File: config.mk
export PLATFORM = sky130hd
export DESIGN_NAME = rrqs_regs
export DESIGN_NICKNAME = d
export VERILOG_FILES = /design/src/hw/rtl/rrqs_pkg.sv /design/src/hw/rtl/rrqs_regs.sv
export SDC_FILE = /design/constraint.sdc
export NUM_CORES = 1
export LEC_CHECK = 0
export ABC_AREA = 0
export BUFFER_PORTS_ARGS = -buffer_cell sky130_fd_sc_hd__buf_2
export CAP_MARGIN = 30
export CORE_MARGIN = 8
export CORE_UTILIZATION = 34
export DETAILED_ROUTE_END_ITERATION = 12
export PLACE_DENSITY_LB_ADDON = 0.3
export SLEW_MARGIN = 10
export SYNTH_ARGS = -nofsm -noshare
export SYNTH_HDL_FRONTEND = slang
export SYNTH_SLANG_ARGS = --single-unit
File: constraint.sdc
create_clock -name clk -period 0.82 [get_ports clk]
set_clock_uncertainty 0.15 [all_clocks]
set_input_delay 0.082 -clock clk [delete_from_list [all_inputs] [get_ports clk]]
set_output_delay 0.082 -clock clk [all_outputs]
set_load 0.01 [all_outputs]
File: src/hw/rtl/rrqs_pkg.sv
// Shared types and constants of the round-robin quantum scheduler.
// No dependencies.
package rrqs_pkg;

    localparam int FUNC_W = 2;
    localparam int ID_W   = 16;
    localparam int TIME_W = 20;
    localparam int KIND_W = 3;

    localparam logic [FUNC_W-1:0] FUNC_LOAD = 2'd0;
    localparam logic [FUNC_W-1:0] FUNC_UNLD = 2'd1;
    localparam logic [FUNC_W-1:0] FUNC_PROC = 2'd2;

    localparam logic [KIND_W-1:0] KIND_PROC  = 3'd0;
    localparam logic [KIND_W-1:0] KIND_IDLE  = 3'd1;
    localparam logic [KIND_W-1:0] KIND_UNLD  = 3'd2;
    localparam logic [KIND_W-1:0] KIND_EMPTY = 3'd3;
    localparam logic [KIND_W-1:0] KIND_FULL  = 3'd4;

    localparam logic REG_QUANTUM = 1'b0;
    localparam logic [TIME_W-1:0] QUANTUM_RESET = 20'd1;

    typedef struct packed {
        logic [ID_W-1:0]   id;
        logic [TIME_W-1:0] tm;
    } entry_t;

    typedef enum logic [2:0] {
        ST_IDLE,
        ST_LOAD,
        ST_UNLD0,
        ST_UNLD1,
        ST_PROC0,
        ST_PROC1,
        ST_PROC2
    } state_t;

    typedef struct packed {
        logic latch;
        logic load_wr;
        logic emit_full;
        logic unld_rd;
        logic unld_emit;
        logic proc_rd;
        logic proc_admit;
        logic proc_emit;
    } cmd_t;

    typedef struct packed {
        logic wait_full;
    } status_t;

endpackage

File: src/hw/rtl/rrqs_regs.sv
// APB-style configuration register: the quantum.
// Depends on rrqs_pkg.
module rrqs_regs
    import rrqs_pkg::*;
(
    input  logic              clk,
    input  logic              rst_n,
    input  logic              psel,
    input  logic              penable,
    input  logic              pwrite,
    input  logic [2:0]        paddr,
    input  logic [31:0]       pwdata,
    output logic [31:0]       prdata,
    output logic              pready,
    output logic [TIME_W-1:0] quantum
);

    logic [TIME_W-1:0] quantum_reg;
    logic [TIME_W-1:0] quantum_next;
    logic              wr_en;

    assign pready  = 1'b1;
    assign wr_en   = psel && penable && pwrite && (paddr[2] == REG_QUANTUM);
    assign quantum = quantum_reg;

    always_comb
    begin
        quantum_next = quantum_reg;
        if (wr_en)
        begin
            quantum_next = pwdata[TIME_W-1:0];
        end
    end

    always_ff @(posedge clk or negedge rst_n)
    begin
        if (!rst_n)
        begin
            quantum_reg <= QUANTUM_RESET;
        end
        else
        begin
            quantum_reg <= quantum_next;
        end
    end

    always_comb
    begin
        prdata = '0;
        if (paddr[2] == REG_QUANTUM)
        begin
            prdata = {{(32-TIME_W){1'b0}}, quantum_reg};
        end
    end

endmodule

# Word level (Yosys, flattened, before mapping)
# Index checks and enable logic that the tools add are counted.
[word_totals]
inputBits = 40
latchBits = 0
ram_bits = 0
ff_bits = 20
romBits = 0
memories = 0
[op_classes]
div_mod_pow = 0
order_cmp = 0
n_mux = 1
bitwise = 1
eq_ne = 0
n_mul = 0
n_reduce_logical = 3
add_sub_neg = 0
n_shift = 0
[op_table]
columns = ["operator", "n"]
rows = [
  ["20-bit two-way mux", 1],
  ["1-bit logical AND", 3],
  ["1-bit inverter", 1],
]

# Depth between registers and ports, before layout
# Gate-level depths: netlist of run 1.
[depth]
word_depth = 3
ltp_mapped = 3
depth_no_buf = 2

# Worst setup path after synthesis of run 1
# Ideal clock, no wire load.
[synth_timing]
path_type = "register to output"
startpoint = "reg quantum_reg[0], in the netlist quantum[0]"
endpoint = "out prdata[0]"
path_stages_with_launch = 2
path_buffers = 0
required_time_ns = 0.588
arrival_ns = 0.758
setup_slack_ns = -0.170
path_cell_list = "dfstp_2 > nor2b_1"
[synth_between]
elab_chain_len = 1
[synth_rtl]
columns = ["item", "line", "source"]
rows = [
  ["start: declaration", "rrqs_regs.sv:18", "logic [TIME_W-1:0] quantum_reg;"],
  ["start signal: assignment", "rrqs_regs.sv:43", "quantum_reg <= quantum_next;"],
  ["20-bit two-way mux", "rrqs_regs.sv:50", "if (paddr[2] == REG_QUANTUM)"],
  ["end: declaration", "rrqs_regs.sv:13", "output logic [31:0] prdata,"],
]
# Every way passes these cells.

# Worst setup path in the final report of run 1
# Same ends and word-level chain as after synthesis.

==> results.sh, run 1 <==
export IMPL_slowest_stage="dfstp_2"
export IMPL_worstPathArrival_ns=1.09
export IMPL_grt_antenna_before_repair=0
export IMPL_final_setup_viol_count=60
export IMPL_synth_area_leader_cell="dfrtp_1"
export IMPL_synth_area_leaders="dfrtp_1 44%, mux2_4 28%, nor2b_1 12%, buf_4 9.0%, dfstp_2 2.4%"
export IMPL_regArea_um2=502
export IMPL_yosys_top_cells_count="20 x mux2_4, 20 x nor2b_1, 19 x dfrtp_1"
export IMPL_via_per_inst=4.13
export IMPL_status="finished, violations left"
export IMPL_ys_ff_latch=20
export IMPL_dp_cells=188
export IMPL_finalNonFillerCells=215
export IMPL_fin_ws_ns=-0.507
export IMPL_clock_latency_ns=0.29
export IMPL_hold_viol=20
export IMPL_grt_pass1_vias=1033
export IMPL_hpwlAfterDp_um=2330
export IMPL_hold_ws_ns=-0.147
export IMPL_port_buffers=65
export IMPL_nFillCells=253
export IMPL_rows=20
export IMPL_antenna_cells=0
export IMPL_peakVddDrop_uv=791
export IMPL_grt_pass1_wl_um=5060
export IMPL_wl_um=3220
export IMPL_gp_congestion=0.703
export IMPL_fmax_mhz=754
export IMPL_htree_levels=1
export IMPL_clock_sinks=20
export IMPL_failed_checks="negative hold slack, negative setup slack"
export IMPL_slew_viol_final=0
export IMPL_drc=0
export IMPL_holdCritStartpoint="pwdata[18]"
export IMPL_r2r_start="quantum[12]$_DFFE_PN0P_"
export IMPL_syn_to_final_growth_pct=72.8
export IMPL_grt_max_degree=21
export IMPL_rsz0062_at_grt="yes"
export IMPL_die_area_mm2=0.00526
export IMPL_synth_edff_count=0
export IMPL_avgRoutedWirePerCell_um=15.0
export IMPL_vias=887
export IMPL_multi_input_area_um2=553
export IMPL_cts_tree="yes"
export IMPL_leakage_uw=0.00105
export IMPL_total_power_uw=3920
export IMPL_ys_flop_type="dfrtp_1"
export IMPL_core_area_mm2=0.00305
export IMPL_startpoint_type="register"
export IMPL_critPathRequiredTime_ns=0.59
export IMPL_cts_hold_fix_buffers=1
export IMPL_fin_crit_sh_pct=162
export IMPL_die_x_um=72.5
export IMPL_ys_seq_area_share_pct=46.2
export IMPL_largest_register_ff_count=20
export IMPL_root_buffer="clkbuf_4"
export IMPL_ys_types=9
export IMPL_crit_path_max_incr_delay_ns=0.55
export IMPL_first_iter_violations=21
export IMPL_end_kind="output port"
export IMPL_drv_cap=0
export IMPL_start_util_pct=35.6
export IMPL_startpoint="quantum[0]$_DFFE_PN1P_"
export IMPL_nets=212
export IMPL_synth_area_per_cell_um2=13.6
export IMPL_async_flop_share_pct=100
export IMPL_io_pins=93
export IMPL_path_max_fanout=2
export IMPL_syn_cell_area_mm2=0.00109
export IMPL_synthCells=80
export IMPL_die_y_um=72.5
export IMPL_fin_crit_ns=1.33
export IMPL_dpl_worst_slack_ns=-0.325
export IMPL_detail_route_first_pass_iterations=2
export IMPL_ys_warn_count=0
export IMPL_holdPathStages=2
export IMPL_crit_type="register to output port"
export IMPL_hp_class="primary input to register"
export IMPL_ff2ff_path_depth=3
export IMPL_cts_buffer_depth=2
export IMPL_powerDensity_mw_per_mm2=2090
export IMPL_clkSlewWorstSetupHoldPaths_ns=0.12
export IMPL_layout_drive_gt1_share_pct=80.7
export IMPL_path_cells="nor2b_4, buf_6"
export IMPL_synth_top_area_share_pct=43.8
export IMPL_gr_total_overflow=0
export IMPL_route_antenna_remaining_nets=0
export IMPL_grtUsageTotal_pct=12.2
export IMPL_setup_tns_ns=-19.28
export IMPL_numCtsBuffers=3
[worst paths after layout]
check	to	slack, ns
worst max-delay path	prdata[0]	-0.51
worst min-delay path	quantum[18]$_DFFE_PN0P_	-0.15
worst max register to register	quantum[12]$_DFFE_PN0P_	-0.31
worst min register to register	quantum[2]$_DFFE_PN0P_	0.40
max in group asynchronous	quantum[4]$_DFFE_PN0P_	0.19
min in group asynchronous	quantum[17]$_DFFE_PN0P_	0
[kinds of logic (layout without fill, tap and decap cells)]
group,count (synthesis),in the layout,synth area share (%)
and+or+nand+nor,21,21,13.7
muxes,20,20,27.6
buffers and inverters,17,97,11.8
DFF,20,20,46.2
other,2,13,0.692
[layout make-up]
class / instances / share of cell area (%)
clock buffers: 4 / 1.93
multi-input cells: 54 / 29.5
flip-flops and latches: 20 / 26.7
well taps: 44 / 2.93
repair buffers: 93 / 38.9
[power breakdown]
part / leakage [uW] / internal [uW] / switching, uW
sequential: 0.000239 / 1210 / 163
combinational: 0.000790 / 1290 / 670
clock: 0.0000210 / 270 / 314
total: 0.00105 / 2780 / 1150
[metrics by stage]
step | area, um2 | hold slack [ns] | utilization [%]
floorplan | 1180 | -0.364 | -
global placement | 1510 | -0.196 | 49.3
detailed placement | 1510 | -0.194 | 49.3
CTS | 1810 | -0.149 | 59.3
global route | 1880 | -0.176 | 61.5
finish | 1880 | -0.147 | 61.5
[critical path, delay by kind of cell (launching register included)]
family | cells | cell delay [ns]
buffers and inverters | 1 | 0.11
flip-flops | 1 | 0.55
AND/OR/NAND/NOR | 1 | 0.14
[placed cells by master, fill, tap and decap left out, types with 3 or more instances in the layout]
cell type  Yosys  layout
buf_6          2      32
buf_2          0      51
dfrtp_1       19      19
clkbuf_4       0       3
buf_12         0       3
nor2b_2        0      19
conb_1         2      13
mux2_4        20      20
buf_4         13       6
[metal layers]
metal,vias up,track usage [%],part of all wire (%)
li1,415,-,-
met1,429,13.6,39
met2,41,21.6,52
met3,2,3.44,8.5
met4,0,4.67,0.65
met5,-,0,0
[repair_timing]
item,4_1_cts,5_1_grt
setup buffers,18,6
endpoints found under the setup margin,60,60
gates resized for setup,25,9
endpoints found under the hold margin,40,26
No activity file was read; power rests on OpenSTA's default activity.
==> run 2: changes to the inputs <==
--- a/config.mk
+++ b/config.mk
@@ -8,8 +8,10 @@
 export ABC_AREA = 0
 export BUFFER_PORTS_ARGS = -buffer_cell sky130_fd_sc_hd__buf_2
 export CAP_MARGIN = 30
+export CELL_PAD_IN_SITES_DETAIL_PLACEMENT = 0
+export CELL_PAD_IN_SITES_GLOBAL_PLACEMENT = 1
 export CORE_MARGIN = 8
-export CORE_UTILIZATION = 34
+export CORE_UTILIZATION = 24
 export DETAILED_ROUTE_END_ITERATION = 12
 export PLACE_DENSITY_LB_ADDON = 0.3
 export SLEW_MARGIN = 10
==> run 2 against run 1 <==
  * The flow still finishes with violations (negative hold slack, negative setup slack)
  * Final area decreased by 0.93%
  * Sequential share of layout area increased by 0.25 points
  * Setup slack better by 0.062 ns
==> results.sh, run 2 (synthesis results as in run 1) <==
export IMPL_core_area_mm2=0.00435
export IMPL_htree_levels=1
export IMPL_rows=24
export IMPL_syn_to_final_growth_pct=71.2
export IMPL_slowest_stage="dfstp_2"
export IMPL_fin_ws_ns=-0.445
export IMPL_drv_cap=0
export IMPL_critPathRequiredTime_ns=0.59
export IMPL_die_x_um=83.3
export IMPL_rsz0062_at_grt="yes"
export IMPL_via_per_inst=3.93
export IMPL_gp_congestion=0.734
export IMPL_start_util_pct=24.9
export IMPL_cts_buffer_depth=2
export IMPL_powerDensity_mw_per_mm2=2270
export IMPL_hpwlAfterDp_um=2410
export IMPL_path_max_fanout=2
export IMPL_io_pins=93
export IMPL_grtUsageTotal_pct=8.80
export IMPL_end_kind="output port"
export IMPL_path_buf_inv=1
export IMPL_cts_hold_fix_buffers=1
export IMPL_hp_class="primary input to register"
export IMPL_grt_pass1_wl_um=5060
export IMPL_cts_tree="yes"
export IMPL_wl_um=3210
export IMPL_clock_latency_ns=0.25
export IMPL_final_setup_viol_count=60
export IMPL_status="finished, violations left"
export IMPL_crit_type="register to output port"
export IMPL_fin_util_pct=42.7
export IMPL_hold_ws_ns=-0.101
export IMPL_die_area_mm2=0.00693
export IMPL_layout_drive_gt1_share_pct=80.4
export IMPL_nFillCells=421
export IMPL_clkSlewWorstSetupHoldPaths_ns=0.08
export IMPL_grt_max_degree=21
export IMPL_avgRoutedWirePerCell_um=14.6
export IMPL_leakage_uw=0.00103
export IMPL_gr_total_overflow=0
export IMPL_grt_pass1_vias=982
export IMPL_dpl_worst_slack_ns=-0.316
export IMPL_nets=209
export IMPL_path_cells="nor2b_4, buf_6"
export IMPL_detail_route_first_pass_iterations=3
export IMPL_setup_tns_ns=-16.30
export IMPL_largest_register_ff_count=20
export IMPL_die_y_um=83.3
export IMPL_multi_input_area_um2=553
export IMPL_slew_viol_final=0
export IMPL_peakVddDrop_uv=860
export IMPL_total_power_uw=4220
export IMPL_hold_viol=20
export IMPL_drc=0
export IMPL_vias=864
export IMPL_failed_checks="negative hold slack, negative setup slack"
export IMPL_clock_sinks=20
export IMPL_startpoint_type="register"
export IMPL_port_buffers=65
export IMPL_first_iter_violations=9
export IMPL_grt_antenna_before_repair=0
export IMPL_antenna_cells=0
export IMPL_numCtsBuffers=3
export IMPL_cp_top_family="flip-flops"
export IMPL_regArea_um2=502
export IMPL_fin_crit_sh_pct=154
export IMPL_fmax_mhz=791
export IMPL_final_cell_mix="51 x buf_2, 28 x buf_6, 20 x mux2_4, 19 x nor2b_2, 19 x dfrtp_1"
export IMPL_fin_crit_ns=1.26
export IMPL_layout_commonest_cell="buf_2"
export IMPL_route_antenna_remaining_nets=0
export IMPL_root_buffer="clkbuf_8"
export IMPL_worstPathArrival_ns=1.03
export IMPL_crit_path_max_incr_delay_ns=0.53
==> run 2: through the flow <==
stage | instance area [um2] | cells
final | 1860 | 220
after global routing | 1860 | 220
after CTS | 1750 | 214
after detailed placement | 1490 | 196
after global placement | 1490 | 196
after floorplan | 1180 | 91
==> run 2: report_power, final <==
| part | total [uW] | switching [uW] | internal [uW] |
|---|---|---|---|
| clock | 976 | 325 | 651 |
| sequential | 1380 | 167 | 1210 |
| combinational | 1860 | 637 | 1220 |
| total | 4220 | 1130 | 3090 |
==> run 2: final timing paths <==
check / startpoint / to / slack [ns] / cells after the start
max in group asynchronous: rst_n / quantum[12]$_DFFE_PN0P_ / 0.08 / 3
worst max-delay path: quantum[0]$_DFFE_PN1P_ / prdata[0] / -0.44 / 2
worst max register to register: quantum[2]$_DFFE_PN0P_ / quantum[2]$_DFFE_PN0P_ / -0.30 / 3
min in group asynchronous: rst_n / quantum[18]$_DFFE_PN0P_ / 0.07 / 2
worst min-delay path: pwdata[5] / quantum[5]$_DFFE_PN0P_ / -0.10 / 2
worst min register to register: quantum[5]$_DFFE_PN0P_ / quantum[5]$_DFFE_PN0P_ / 0.39 / 1
==> run 2: worst reg2reg max path: cells and delay by family (launching register included) <==
family / cells / cell delay (ns)
flops: 1 / 0.39
buf+inv: 2 / 0.22
mux: 1 / 0.24
==> run 2: routing by layer <==
layer  part of all wire, %  vias up  GRT usage, %  wire [um]
met5                     0        -             0          0
li1                      -      406             -          -
met4                  0.72        0          1.92         23
met2                    46       51          13.7       1480
met1                    45      402          10.8       1460
met3                   7.7        5          4.00        249
==> run 2: repair_timing <==
item	CTS	global route
gates resized for setup	17	12
endpoints found under the setup margin	60	60
endpoints found under the hold margin	40	20
setup buffers	13	6
==> run 2: final cells by class <==
cell class | count | area share [%]
Clock buffer | 3 | 2.22
Clock inverter | 1 | 1.62
Multi-Input combinational cell | 54 | 29.7
Sequential cell | 20 | 27.0
Tap cell | 52 | 3.50
Timing Repair Buffer | 90 | 35.9
