File: src/hw/rtl/rrqs_pkg.sv
// Shared types and constants of the round-robin quantum scheduler.
// No dependencies.
package rrqs_pkg;

    localparam int FUNC_W = 2;
    localparam int ID_W   = 16;
    localparam int TIME_W = 20;
    localparam int KIND_W = 3;

    localparam logic [FUNC_W-1:0] FUNC_LOAD = 2'd0;
    localparam logic [FUNC_W-1:0] FUNC_UNLD = 2'd1;
    localparam logic [FUNC_W-1:0] FUNC_PROC = 2'd2;

    localparam logic [KIND_W-1:0] KIND_PROC  = 3'd0;
    localparam logic [KIND_W-1:0] KIND_IDLE  = 3'd1;
    localparam logic [KIND_W-1:0] KIND_UNLD  = 3'd2;
    localparam logic [KIND_W-1:0] KIND_EMPTY = 3'd3;
    localparam logic [KIND_W-1:0] KIND_FULL  = 3'd4;

    localparam logic REG_QUANTUM = 1'b0;
    localparam logic [TIME_W-1:0] QUANTUM_RESET = 20'd1;

    typedef struct packed {
        logic [ID_W-1:0]   id;
        logic [TIME_W-1:0] tm;
    } entry_t;

    typedef enum logic [2:0] {
        ST_IDLE,
        ST_LOAD,
        ST_UNLD0,
        ST_UNLD1,
        ST_PROC0,
        ST_PROC1,
        ST_PROC2
    } state_t;

    typedef struct packed {
        logic latch;
        logic load_wr;
        logic emit_full;
        logic unld_rd;
        logic unld_emit;
        logic proc_rd;
        logic proc_admit;
        logic proc_emit;
    } cmd_t;

    typedef struct packed {
        logic wait_full;
    } status_t;

endpackage

File: src/hw/rtl/rrqs_ctrl.sv
// Sequencer of the scheduler: handshakes and per-operation steps.
// Depends on rrqs_pkg; drives the datapath through cmd_t.
module rrqs_ctrl
    import rrqs_pkg::*;
(
    input  logic              clk,
    input  logic              rst_n,
    input  logic              in_valid,
    input  logic [FUNC_W-1:0] in_func,
    output logic              in_ready,
    output logic              out_valid,
    input  logic              out_ready,
    input  status_t           status,
    output cmd_t              cmd
);

    state_t state_reg;
    state_t state_next;
    logic   out_valid_reg;
    logic   out_valid_next;
    logic   out_free;
    logic   emit;

    assign out_free  = !out_valid_reg || out_ready;
    assign out_valid = out_valid_reg;
    assign emit      = cmd.emit_full || cmd.unld_emit || cmd.proc_emit;

    always_comb
    begin
        state_next = state_reg;
        cmd        = '0;
        in_ready   = 1'b0;
        case (state_reg)
            ST_IDLE:
            begin
                in_ready = 1'b1;
                if (in_valid)
                begin
                    cmd.latch = 1'b1;
                    case (in_func)
                        FUNC_LOAD: state_next = ST_LOAD;
                        FUNC_UNLD: state_next = ST_UNLD0;
                        FUNC_PROC: state_next = ST_PROC0;
                        default:   state_next = ST_IDLE;
                    endcase
                end
            end
            ST_LOAD:
            begin
                if (!status.wait_full)
                begin
                    cmd.load_wr = 1'b1;
                    state_next  = ST_IDLE;
                end
                else if (out_free)
                begin
                    cmd.emit_full = 1'b1;
                    state_next    = ST_IDLE;
                end
            end
            ST_UNLD0:
            begin
                cmd.unld_rd = 1'b1;
                state_next  = ST_UNLD1;
            end
            ST_UNLD1:
            begin
                if (out_free)
                begin
                    cmd.unld_emit = 1'b1;
                    state_next    = ST_IDLE;
                end
            end
            ST_PROC0:
            begin
                cmd.proc_rd = 1'b1;
                state_next  = ST_PROC1;
            end
            ST_PROC1:
            begin
                cmd.proc_admit = 1'b1;
                state_next     = ST_PROC2;
            end
            ST_PROC2:
            begin
                if (out_free)
                begin
                    cmd.proc_emit = 1'b1;
                    state_next    = ST_IDLE;
                end
            end
            default:
            begin
                state_next = ST_IDLE;
            end
        endcase
    end

    always_comb
    begin
        out_valid_next = out_valid_reg;
        if (out_valid_reg && out_ready)
        begin
            out_valid_next = 1'b0;
        end
        if (emit)
        begin
            out_valid_next = 1'b1;
        end
    end

    always_ff @(posedge clk or negedge rst_n)
    begin
        if (!rst_n)
        begin
            state_reg     <= ST_IDLE;
            out_valid_reg <= 1'b0;
        end
        else
        begin
            state_reg     <= state_next;
            out_valid_reg <= out_valid_next;
        end
    end

endmodule

File: config.mk
export PLATFORM = sky130hd
export DESIGN_NAME = rrqs_ctrl
export DESIGN_NICKNAME = d
export VERILOG_FILES = /design/src/hw/rtl/rrqs_pkg.sv /design/src/hw/rtl/rrqs_ctrl.sv
export SDC_FILE = /design/constraint.sdc
export NUM_CORES = 1
export LEC_CHECK = 0
export ABC_CLOCK_PERIOD_IN_PS = 1600
export BUFFER_PORTS_ARGS = -buffer_cell sky130_fd_sc_hd__buf_4
export CAP_MARGIN = 5
export CORE_AREA = 8 8 45 47
export CTS_CLUSTER_DIAMETER = 150
export CTS_CLUSTER_SIZE = 40
export DETAILED_ROUTE_END_ITERATION = 10
export DIE_AREA = 0 0 53 55
export HOLD_SLACK_MARGIN = 0.12
export PLACE_DENSITY_LB_ADDON = 0.2
export SETUP_SLACK_MARGIN = 0.5
export SLEW_MARGIN = 5
export SYNTH_ARGS = -nofsm -noshare
export SYNTH_HDL_FRONTEND = slang
export SYNTH_SLANG_ARGS = --single-unit
export TNS_END_PERCENT = 10
File: constraint.sdc
create_clock -name clk -period 1.6 [get_ports clk]
set_clock_uncertainty 0.15 [all_clocks]
set_input_delay 0.32 -clock clk [delete_from_list [all_inputs] [get_ports clk]]
set_output_delay 0.32 -clock clk [all_outputs]
set_load 0.01 [all_outputs]
### Yosys cells after proc, flatten, opt, wreduce, memory -nomap -nowiden

Cells that the tools add are included.

* flip-flop bits (word level): 4
* latch bits: 0
* memory bits (writable): 0
* bits in read-only memories: 0
* output and inout port bits: 10
* logic and storage cells: 39
* memories kept: 0

* $add $sub $neg: 0
* multipliers: 0
* divide/modulo/power cells: 0
* magnitude comparators: 0
* equality and inequality tests: 9
* shift operators: 0
* muxes and demuxes: 19
* bitwise operators: 0
* reduce and logical (&&, ||, !) cells: 9

Operator list (number)
* 3-bit one-hot mux with 6 select lines: 1
* 1-bit two-way mux: 13
* 3-bit equality test (second input constant): 3
* 3-bit two-way mux: 3
* 3-bit one-hot mux with 3 select lines: 1
* 3-bit by 2-bit equality test with 1-bit output (second input constant): 2
* 3-bit by 1-bit equality test with 1-bit output (second input constant): 1
* 3-bit zero test: 1
* 1-bit logical OR: 3
* 2-bit by 1-bit equality test with 1-bit output (second input constant): 1
* 2-bit equality test (second input constant): 1
* 2-bit zero test: 1
* 2-bit two-way mux: 1
* 2-bit != test (second input constant): 1
* 2-bit nonzero test: 1
* 2-bit OR reduction: 1
* 1-bit logical AND: 1
* 1-bit zero test: 1

### Depth between registers and ports, before layout

Gate-level depths: netlist of the first run.

* word-level depth: 8
* depth in mapped cells: 4

### Worst setup path before layout of the first run

OpenSTA, ideal clock, no wires.

* path kind: flip-flop to output port
* start point: register state_reg[2]
* end point: output port cmd[5] (netlist bit)
* arrival time: 988 ps
* required time: 1130 ps
* path slack: 142 ps
* cell stages (with the launch flop): 4
* path through: dfrtp_1 > buf_6 > nand2b_4 > nor4b_2

RTL lines
* from (decl): RTL line rrqs_ctrl.sv:17 `state_t state_reg;`
* from (signal assigned): RTL line rrqs_ctrl.sv:121 `state_reg <= state_next;`
* to (decl): RTL line rrqs_ctrl.sv:14 `output cmd_t cmd`

==> run metrics, run 1 <==
synthesized area per cell=9.088 sq um; Initial Util=24.95%; CP Max Fanout=3; pwr dens=1828 nW/um^2; Area after DPL=514.2 sq um; synthesized cell area=345.3 sq um; largest net degree at the start of global routing=9; Num Clock Sinks=4; synthesized flop and latch total=4; met3 WL=59 um; Post-Layout Cell Count=just under 80; fin crit share=105.9%; Final Critical Period=between 1500 and 2000 ps; full die area=just under 3000 sq um; vias in the first global route=roughly 350; commonest non-fill, non-tap cell in the layout=buf_4; layout cells sized above 1=61.29%; antenna cells=0; Worst Max-Slew Pin Slew=around 180 ps; Final Worst Setup Slack=-94.81 ps; status=complete, but fails checks; Critical Path Slowest Stage Cell=dfrtp_1; Pleak=0.2729 nW; Hold Fails Final Rpt=0; HP Class=primary input to flip-flop; critical path arrival=1220 ps; Final ANT Viol Nets=0; RSZ-0062 raised after global routing=yes; worst vdd ir=0.0007373 V; TritonCTS clock tree=built; Fmax achieved=590.0 MHz; DRT iter0 DRCs=12; Net Sw Frac=approximately two fifths; number of remaining DRC errors=0; Max Cap Violations=0; DRT met1 WL=391 um; failing checks=setup timing; Distinct cells, synth=23; first-pass GRT wire length=1.524 mm; commonest cells after routing, fill and taps aside=23 x buf_4, 5 x nor2_1, 3 x o21ai_0, 3 x clkbuf_4; worst-case reg-to-reg path depth=4; IO buf count=16; Clock Power Share=between 10% and 20%; Die H=roughly 55 um; Final setup viols=5; critical setup path kind=flip-flop to primary output; Tot Pwr=0.001032 W; Via density=4.487; DR WL/cell=11.82 um; most used cell, CP=buf_4; Tot GR Track Use=between 7 and 8%; total gr overflow=0; CTS buffer count=3; Flop pwr share=between 20 and 25%; internal power=between 0.0006 and 0.0007 W; Worst setup SP type=flip-flop; antenna violations before repair=0; met2 WL post-DR=442 um; Filler Cell Count=142; Die W=53 um; Net Count, Synth=45; CP Capture Type=primary output; Max clock buf depth=2; core area=1384 sq um; max layer used=met4; max FFs per register=3; CP Data Required Time=1130 ps; Hold Path Depth=3; 1st-pass router iterations=4; CP peak stage delay=between 300 and 400 ps; Layout area overhead=63.41%; routed wire length=around 920 um; vias=350; relative slew slack=87.72%; post-route cell area=564.3 sq um; global placement routability congestion=0.7044; H-tree Lvls=1; CP Cell Sequence=nor2b_1, buf_4, nor4b_4, buf_4; Inst Count DP=72; root buffer cell=clkbuf_4; Detail Placement HPWL=between 700 and 800 um; io pins=17; Clk Latency, worst-skew pair=240 ps; register area share after synthesis=28.99%; num rows=14; yosys warns=0; dpl ws=113.8 ps; Synth Instances=38; Net Sw Power=0.0004198 W; Reg clk slew, reported paths=40 ps; fin. max-slew vios=0; combinational power share=between 60% and 70%; final net count=71
[logic make-up after synthesis]
logic type,Yosys count,share of synthesized area [%]
compound gates,7,14.13
buf+inv,5,10.14
fa+ha+maj,1,3.261
flops,4,28.99
simple gates,21,43.48
[layout make-up]
cell class | count | area (sq um) | area share, %
multi-input combinational | 29 | 229.0 | 40.58
sequential | 4 | 102.6 | 18.18
inverter | 2 | 7.507 | 1.330
clock buffer | 3 | 22.52 | 3.991
tap | 16 | 20.02 | 3.548
timing repair buffer | 24 | 182.7 | 32.37
[synth_stat cells]
master	count	area share [%]
and2_2	1	2.2
and3_1	1	1.8
buf_2	1	1.4
buf_6	2	6.5
dfrtp_1	4	29
inv_1	2	2.2
maj3_2	1	3.3
nand2_1	1	1.1
nand2b_1	2	3.6
nand2b_4	2	8.0
nand3_1	1	1.4
nand3b_1	1	2.2
nand4b_1	1	2.5
nor2_1	5	5.4
nor2b_1	1	1.8
nor3_1	3	4.3
nor3_4	1	4.7
nor4b_2	1	4.3
o211ai_1	1	2.2
o211ai_2	1	3.6
o21ai_0	3	4.3
o21ai_1	1	1.4
o2bb2ai_1	1	2.5
[worst max-delay path: cells and delay by family, from the launching register on]
kind | cells | cell delay, ps
and+or+nand+nor | 2 | 330
buffers and inverters | 2 | 290
DFF | 1 | 370
[power groups by stage]
stage	clock, W	sequential, W	combinational, W
2_1_floorplan	0	0.000199	0.000444
3_3_place_gp	0	0.000226	0.000644
3_5_place_dp	0	0.000226	0.000641
4_1_cts	0.000132	0.000233	0.000650
5_1_grt	0.000148	0.000240	0.000738
6_report	0.000126	0.000230	0.000676
[routing by layer]
layer	vias to the layer above	track usage (%)
li1	183	-
met1	151	7.988
met2	14	9.766
met3	2	4.278
met4	0	10.34
met5	-	0
[through the flow]
stage | utilization, % | setup TNS, ps | hold slack [ps]
finish | 40.78 | -253.1 | 219.4
global route | 40.78 | -958.4 | 229.8
CTS | 39.69 | -282.3 | 211.0
detailed placement | 37.16 | 0 | -30.77
global placement | 37.16 | 0 | -29.83
floorplan | - | 0 | -125.6
[path summary, 6_finish.rpt]
| check | from | to | slack (ps) |
|---|---|---|---|
| worst max register to register | state_reg[0]$_DFFE_PN0P_ | state_reg[0]$_DFFE_PN0P_ | 280 |
| worst min register to register | state_reg[2]$_DFFE_PN0P_ | state_reg[0]$_DFFE_PN0P_ | 510 |
| max in group asynchronous | rst_n | state_reg[0]$_DFFE_PN0P_ | 920 |
| min in group asynchronous | rst_n | out_valid$_DFFE_PN0P_ | 270 |
| worst max-delay path | out_valid$_DFFE_PN0P_ | cmd[5] | -90 |
| worst min-delay path | in_func[0] | state_reg[2]$_DFFE_PN0P_ | 220 |
[repair_timing]
action | CTS | global route
setup buffers | 0 | 2
setup endpoints to repair | 13 | 13
endpoints found under the hold margin | 4 | 0
gates resized for setup | 3 | 0
hold buffers | 1 | 0
pin swaps | 2 | 0
Note: power is estimated with default switching activity, not from simulation.
==> run 2, diff against run 1 <==
Settings changed: PLACE_DENSITY from default to 0.52, PLACE_DENSITY_LB_ADDON 0.2 to default.
==> run 2 against run 1 <==
Effect of this change:
- the run still ends with setup timing left
- clock power rose by 3%
- largest cell class unchanged
- die area is the same
- critical path type unchanged
- first-iteration DRC count shrank 58%
==> run metrics, run 2 (synthesis gave the netlist of run 1 again) <==
status=complete, but fails checks (unchanged); failing checks=setup timing (unchanged); worst vdd ir=0.0005578 V (was 0.0007373 V); fin. max-slew vios=0 (unchanged); Detail Placement HPWL=712.3 um (was 743.7 um); H-tree Lvls=1 (unchanged); vias in the first global route=350 (was 346); vias=348 (was 350); Max clock buf depth=2 (unchanged); full die area=2915 sq um (unchanged); antenna violations before repair=0 (unchanged); Min-Delay Endpoint=state_reg[2]$_DFFE_PN0P_ (unchanged); Inst Count DP=71 (was 72); Hold Path Depth=3 (unchanged); DR WL/cell=11.43 um (was 11.82 um); Initial Util=24.95% (unchanged); DRT iter0 DRCs=5 (was 12); Final Critical Period=1680 ps (was 1695 ps); core area=1384 sq um (unchanged); first-pass GRT wire length=1.373 mm (was 1.524 mm); TritonCTS clock tree=built (unchanged); Layout area overhead=61.59% (was 63.41%); CP Data Required Time=1130 ps (about the same); HP Class=primary input to flip-flop (unchanged); Die W=53 um (unchanged); Reg2Reg Setup Slack=310 ps (was 280 ps); CP Max Fanout=3 (unchanged); Via density=4.640 (was 4.487); global placement routability congestion=0.6792 (was 0.7044); routed wire length=857 um (was 922 um); Hold Path Origin=in_func[0] (unchanged); register area=102.6 sq um (unchanged); relative slew slack=85.61% (was 87.72%); CP Capture Type=primary output (unchanged); Hold Fails Final Rpt=0 (unchanged); Die H=55 um (unchanged); max FFs per register=3 (unchanged); layout cells sized above 1=61.02% (was 61.29%); CTS buffer count=3 (unchanged); Fmax achieved=595.1 MHz (was 590.0 MHz); Area after DPL=506.7 sq um (was 514.2 sq um); Reg clk slew, reported paths=40 ps (about the same); commonest non-fill, non-tap cell in the layout=buf_4 (unchanged); num rows=14 (unchanged); Worst Max-Slew Pin Slew=215.9 ps (was 183.4 ps); fin crit share=105.0% (was 105.9%); io pins=17 (unchanged); IO buf count=16 (unchanged); Filler Cell Count=158 (was 142); RSZ-0062 raised after global routing=yes (unchanged); Final Worst Setup Slack=-80.27 ps (was -94.81 ps); RR Startpoint=state_reg[0]$_DFFE_PN0P_ (unchanged); largest net degree at the start of global routing=11 (was 9); root buffer cell=clkbuf_4 (unchanged); antenna cells=0 (unchanged); worst-case reg-to-reg path depth=4 (unchanged); final net count=68 (was 71); Worst setup SP type=flip-flop (unchanged); Num Clock Sinks=4 (unchanged); Hold WS=225.4 ps (was 219.4 ps); Final ANT Viol Nets=0 (unchanged); Clk Latency, worst-skew pair=240 ps (about the same); post-route cell area=558.0 sq um (was 564.3 sq um); total gr overflow=0 (unchanged); Final setup viols=5 (unchanged); Max Cap Violations=0 (unchanged); pwr dens=1828 nW/um^2 (about the same); Tot GR Track Use=6.747% (was 7.789%); 1st-pass router iterations=4 (unchanged); critical path arrival=1210 ps (was 1220 ps); number of remaining DRC errors=0 (unchanged); Pleak=0.2633 nW (was 0.2729 nW); commonest cells after routing, fill and taps aside=17 x buf_4, 5 x nor2_1 (was 23 x buf_4, 5 x nor2_1, 3 x o21ai_0, 3 x clkbuf_4); multi-input combinational cell area=234.0 sq um (was 229.0 sq um); critical setup path kind=flip-flop to primary output (unchanged); r2r endpoint=state_reg[0]$_DFFE_PN0P_ (unchanged); Post-Layout Cell Count=75 (was 78)
==> run 2: changes by cell type in the layout (fill, tap and decap cells not counted) <==
| cell | delta |
|---|---|
| buf_4 | -6 |
| buf_6 | +3 |
| nor3_1 | -1 |
| nor3_2 | +1 |
==> run 2: final cells by class <==
type | instances | area share, %
clock buffers | 3 | 4.036
inverters | 2 | 1.345
multi-input cells | 29 | 41.93
flip-flops and latches | 4 | 18.39
well taps | 16 | 3.587
repair buffers | 21 | 30.72
==> run 2: timing repair <==
item | CTS | global route
endpoints found under the hold margin | 4 | 0
hold buffers | 1 | 0
setup buffers | 0 | 0
gates resized for setup | 4 | 3
pin swaps | 3 | 1
setup endpoints to repair | 13 | 13
==> run 2: stage by stage <==
stage	utilization [%]	TNS [ps]	setup slack (ps)	total power [W]
floorplan	-	0	180.7	0.0006423
global placement	36.62	0	112.0	0.0008544
detailed placement	36.62	0	82.51	0.0008519
CTS	39.42	-234.6	-96.81	0.001010
global route	40.33	-740.0	-165.8	0.001104
finish	40.33	-201.8	-80.27	0.001020
==> run 2: worst max-delay path, cell delays in order (launching register included) <==
cell     delay, ps
dfrtp_1        360
nor2b_1        120
buf_4          140
nor4b_4        190
buf_4          150
==> run 2: worst max-delay path by stage <==
stage                             start  cells after the start     end
2_1_floorplan  state_reg[2]$_DFFE_PN0P_                      3  cmd[5]
3_3_place_gp   state_reg[1]$_DFFE_PN0P_                      4  cmd[1]
3_5_place_dp   state_reg[1]$_DFFE_PN0P_                      3  cmd[3]
4_1_cts           out_valid$_DFFE_PN0P_                      4  cmd[5]
5_1_grt           out_valid$_DFFE_PN0P_                      4  cmd[5]
6_report          out_valid$_DFFE_PN0P_                      4  cmd[5]
==> run 2: layer usage <==
layer	part of all wire (%)	GRT usage, %
met1	40	6.298
met2	48	10.16
met3	8.3	2.406
met4	3.2	9.052
met5	0	0
==> run 2: where the power goes <==
part / switching, W / leakage (nW) / internal [W] / total, W
clock: 0.0000459 / 0.0138 / 0.0000842 / 0.000130
sequential: 0.0000763 / 0.0480 / 0.000154 / 0.000230
combinational: 0.000300 / 0.201 / 0.000359 / 0.000659
==> run 3, diff against run 2 <==
Settings changed: ABC_CLOCK_PERIOD_IN_PS 1600 to 1800.
Clock period 1.6 ns to 1.8 ns, I/O delays scaled along.
==> run 3 against run 2 <==
Effect of this change:
- the run now ends clean
- utilization increased by 1.5 points
- largest power group unchanged
- sequential share of layout area decreased by 0.46 points
- via count increased by 6.6%
- cell count increased by 5.3%
- power decreased by 4.9%
- register-to-register slack improved by 170 ps
- worst setup slack improved by 180 ps
==> run metrics, run 3 (synthesis gave the netlist of run 1 again) <==
Final ANT Viol Nets=0 (unchanged); H-tree Lvls=1 (unchanged); Net Sw Power=0.0003950 W (was 0.0004222 W); CP Data Required Time=1290 ps (was 1130 ps); largest net degree at the start of global routing=8 (was 11); commonest cells after routing, fill and taps aside=23 x buf_4, 5 x nor2_1, 3 x o21ai_0, 3 x clkbuf_4, 3 x dfrtp_2 (was 17 x buf_4, 5 x nor2_1); max FFs per register=3 (unchanged); DR WL/cell=12.53 um (was 11.43 um); relative slew slack=85.20% (was 85.61%); Fmax achieved=587.1 MHz; Die W=53 um (unchanged); Max clock buf depth=2 (unchanged); Clock Power Share=12.0% (was 12.8%); core area=1384 sq um (unchanged); Worst path depth=3 (was 4); routed wire length=990 um (was 857 um); DRT iter0 DRCs=4 (was 5); crit path buf inv count=1 (was 2); combinational power share=68.4% (was 64.7%); TNS Setup=0 ps (was -201.8 ps); Final setup viols=0 (was 5); layout cells sized above 1=65.08% (was 61.02%); internal power=0.0005746 W (was 0.0005977 W); post-route cell area=579.3 sq um (was 558.0 sq um); full die area=2915 sq um (unchanged); antenna cells=0 (unchanged); Final Critical Period=approximately 1700 ps; CP peak stage delay=420 ps (was 360 ps); Layout area overhead=67.75% (was 61.59%); HP Class=primary input to flip-flop (unchanged); Area after DPL=484.2 sq um (was 506.7 sq um); Max Cap Violations=0 (unchanged); status=finished clean (was complete, but fails checks); CP top delay family=flip-flops (unchanged); number of remaining DRC errors=0 (unchanged); Reg clk slew, reported paths=40 ps (about the same); CP Max Fanout=4 (was 3); fin crit share=~95%; TritonCTS clock tree=built (unchanged); fin. max-slew vios=0 (unchanged); total gr overflow=0 (unchanged); commonest non-fill, non-tap cell in the layout=buf_4 (unchanged); final core utilization=41.86% (was 40.33%); Net Sw Frac=40.74% (was 41.39%); Final Worst Setup Slack=96.78 ps (was -80.27 ps); Hold Fails Final Rpt=0 (unchanged); Via density=4.696 (was 4.640); Die H=55 um (unchanged); CP Cell Sequence=nand2b_4, nor4b_4, buf_4 (was nor2b_1, buf_4, nor4b_4, buf_4); Critical Path Slowest Stage Cell=dfrtp_2 (was dfrtp_1); IO buf count=16 (unchanged); num rows=14 (unchanged); antenna violations before repair=0 (unchanged); worst vdd ir=0.0005635 V (was 0.0005578 V); dpl ws=216.7 ps (was 82.51 ps); io pins=17 (unchanged); RSZ-0062 raised after global routing=yes (unchanged); first-pass GRT wire length=1.642 mm (was 1.373 mm); pwr dens=1674 nW/um^2 (was 1828 nW/um^2); Pleak=0.2788 nW (was 0.2633 nW); Detail Placement HPWL=712.8 um (was 712.3 um); Hold WS=237.7 ps (was 225.4 ps); Num Clock Sinks=4 (unchanged); Worst setup SP type=flip-flop (unchanged); critical path arrival=1190 ps (was 1210 ps); Clk Latency, worst-skew pair=240 ps (about the same); root buffer cell=clkbuf_4 (unchanged); Initial Util=24.95% (unchanged); Hold Path Depth=3 (unchanged); final net count=72 (was 68); CTS buffer count=3 (unchanged); worst-case reg-to-reg path depth=4 (unchanged); Worst Max-Slew Pin Slew=221.0 ps (was 215.9 ps); global placement routability congestion=0.7758 (was 0.6792); 1st-pass router iterations=4 (unchanged); Flop pwr share=19.6% (was 22.6%); critical setup path kind=flip-flop to primary output (unchanged); CP Capture Type=primary output (unchanged); Tot GR Track Use=7.789% (was 6.747%); vias in the first global route=395 (was 350); vias=371 (was 348)
-- run 3: metrics by stage --
step | total power, W | std cells
global route | 0.001051 | 79
finish | 0.0009695 | 79
CTS | 0.0009761 | 79
floorplan | 0.0005710 | 38
global placement | 0.0007175 | 68
detailed placement | 0.0007173 | 68
-- run 3: tightest hold or removal path, stage by stage --
cell       delay (ps)
buf_4              90
nand2b_1           90
o2bb2ai_1          60
-- run 3: path summary, 6_finish.rpt --
path | startpoint | to | slack [ps]
min in group asynchronous | rst_n | state_reg[2]$_DFFE_PN0P_ | 300
worst min register to register | state_reg[0]$_DFFE_PN0P_ | state_reg[2]$_DFFE_PN0P_ | 480
worst max-delay path | state_reg[2]$_DFFE_PN0P_ | cmd[5] | 100
max in group asynchronous | rst_n | state_reg[0]$_DFFE_PN0P_ | 1080
worst min-delay path | in_func[0] | state_reg[2]$_DFFE_PN0P_ | 240
worst max register to register | state_reg[2]$_DFFE_PN0P_ | state_reg[0]$_DFFE_PN0P_ | 480
-- run 3: layout make-up --
cell class,instances,area [sq um]
Clock buffer,3,22.52
Inverter,2,7.507
Multi-Input combinational cell,29,231.5
Timing Repair Buffer,25,193.9
Sequential cell,4,103.9
Fill cell,153,804.5
Tap cell,16,20.02
-- run 3: repair_timing --
item | in CTS | in global routing
buffers inserted | 7 | 0
endpoints found under the setup margin | 11 | 11
hold buffers | 1 | 0
gates resized for setup | 8 | 0
endpoints found under the hold margin | 4 | 0
-- run 3: layer usage --
| metal | wire, um | up-vias | GRT usage (%) |
|---|---|---|---|
| met5 | 0 | - | 0 |
| met4 | 36 | 0 | 9.052 |
| met3 | 89 | 6 | 1.872 |
| met2 | 470 | 17 | 12.50 |
| met1 | 393 | 165 | 7.680 |
| li1 | - | 183 | - |
-- run 3: power groups by stage --
stage	clock, W	sequential [W]	combinational, W
2_1_floorplan	0	0.000177	0.000394
3_3_place_gp	0	0.000236	0.000482
3_5_place_dp	0	0.000238	0.000479
4_1_cts	0.000119	0.000188	0.000669
5_1_grt	0.000126	0.000196	0.000730
6_report	0.000116	0.000190	0.000663
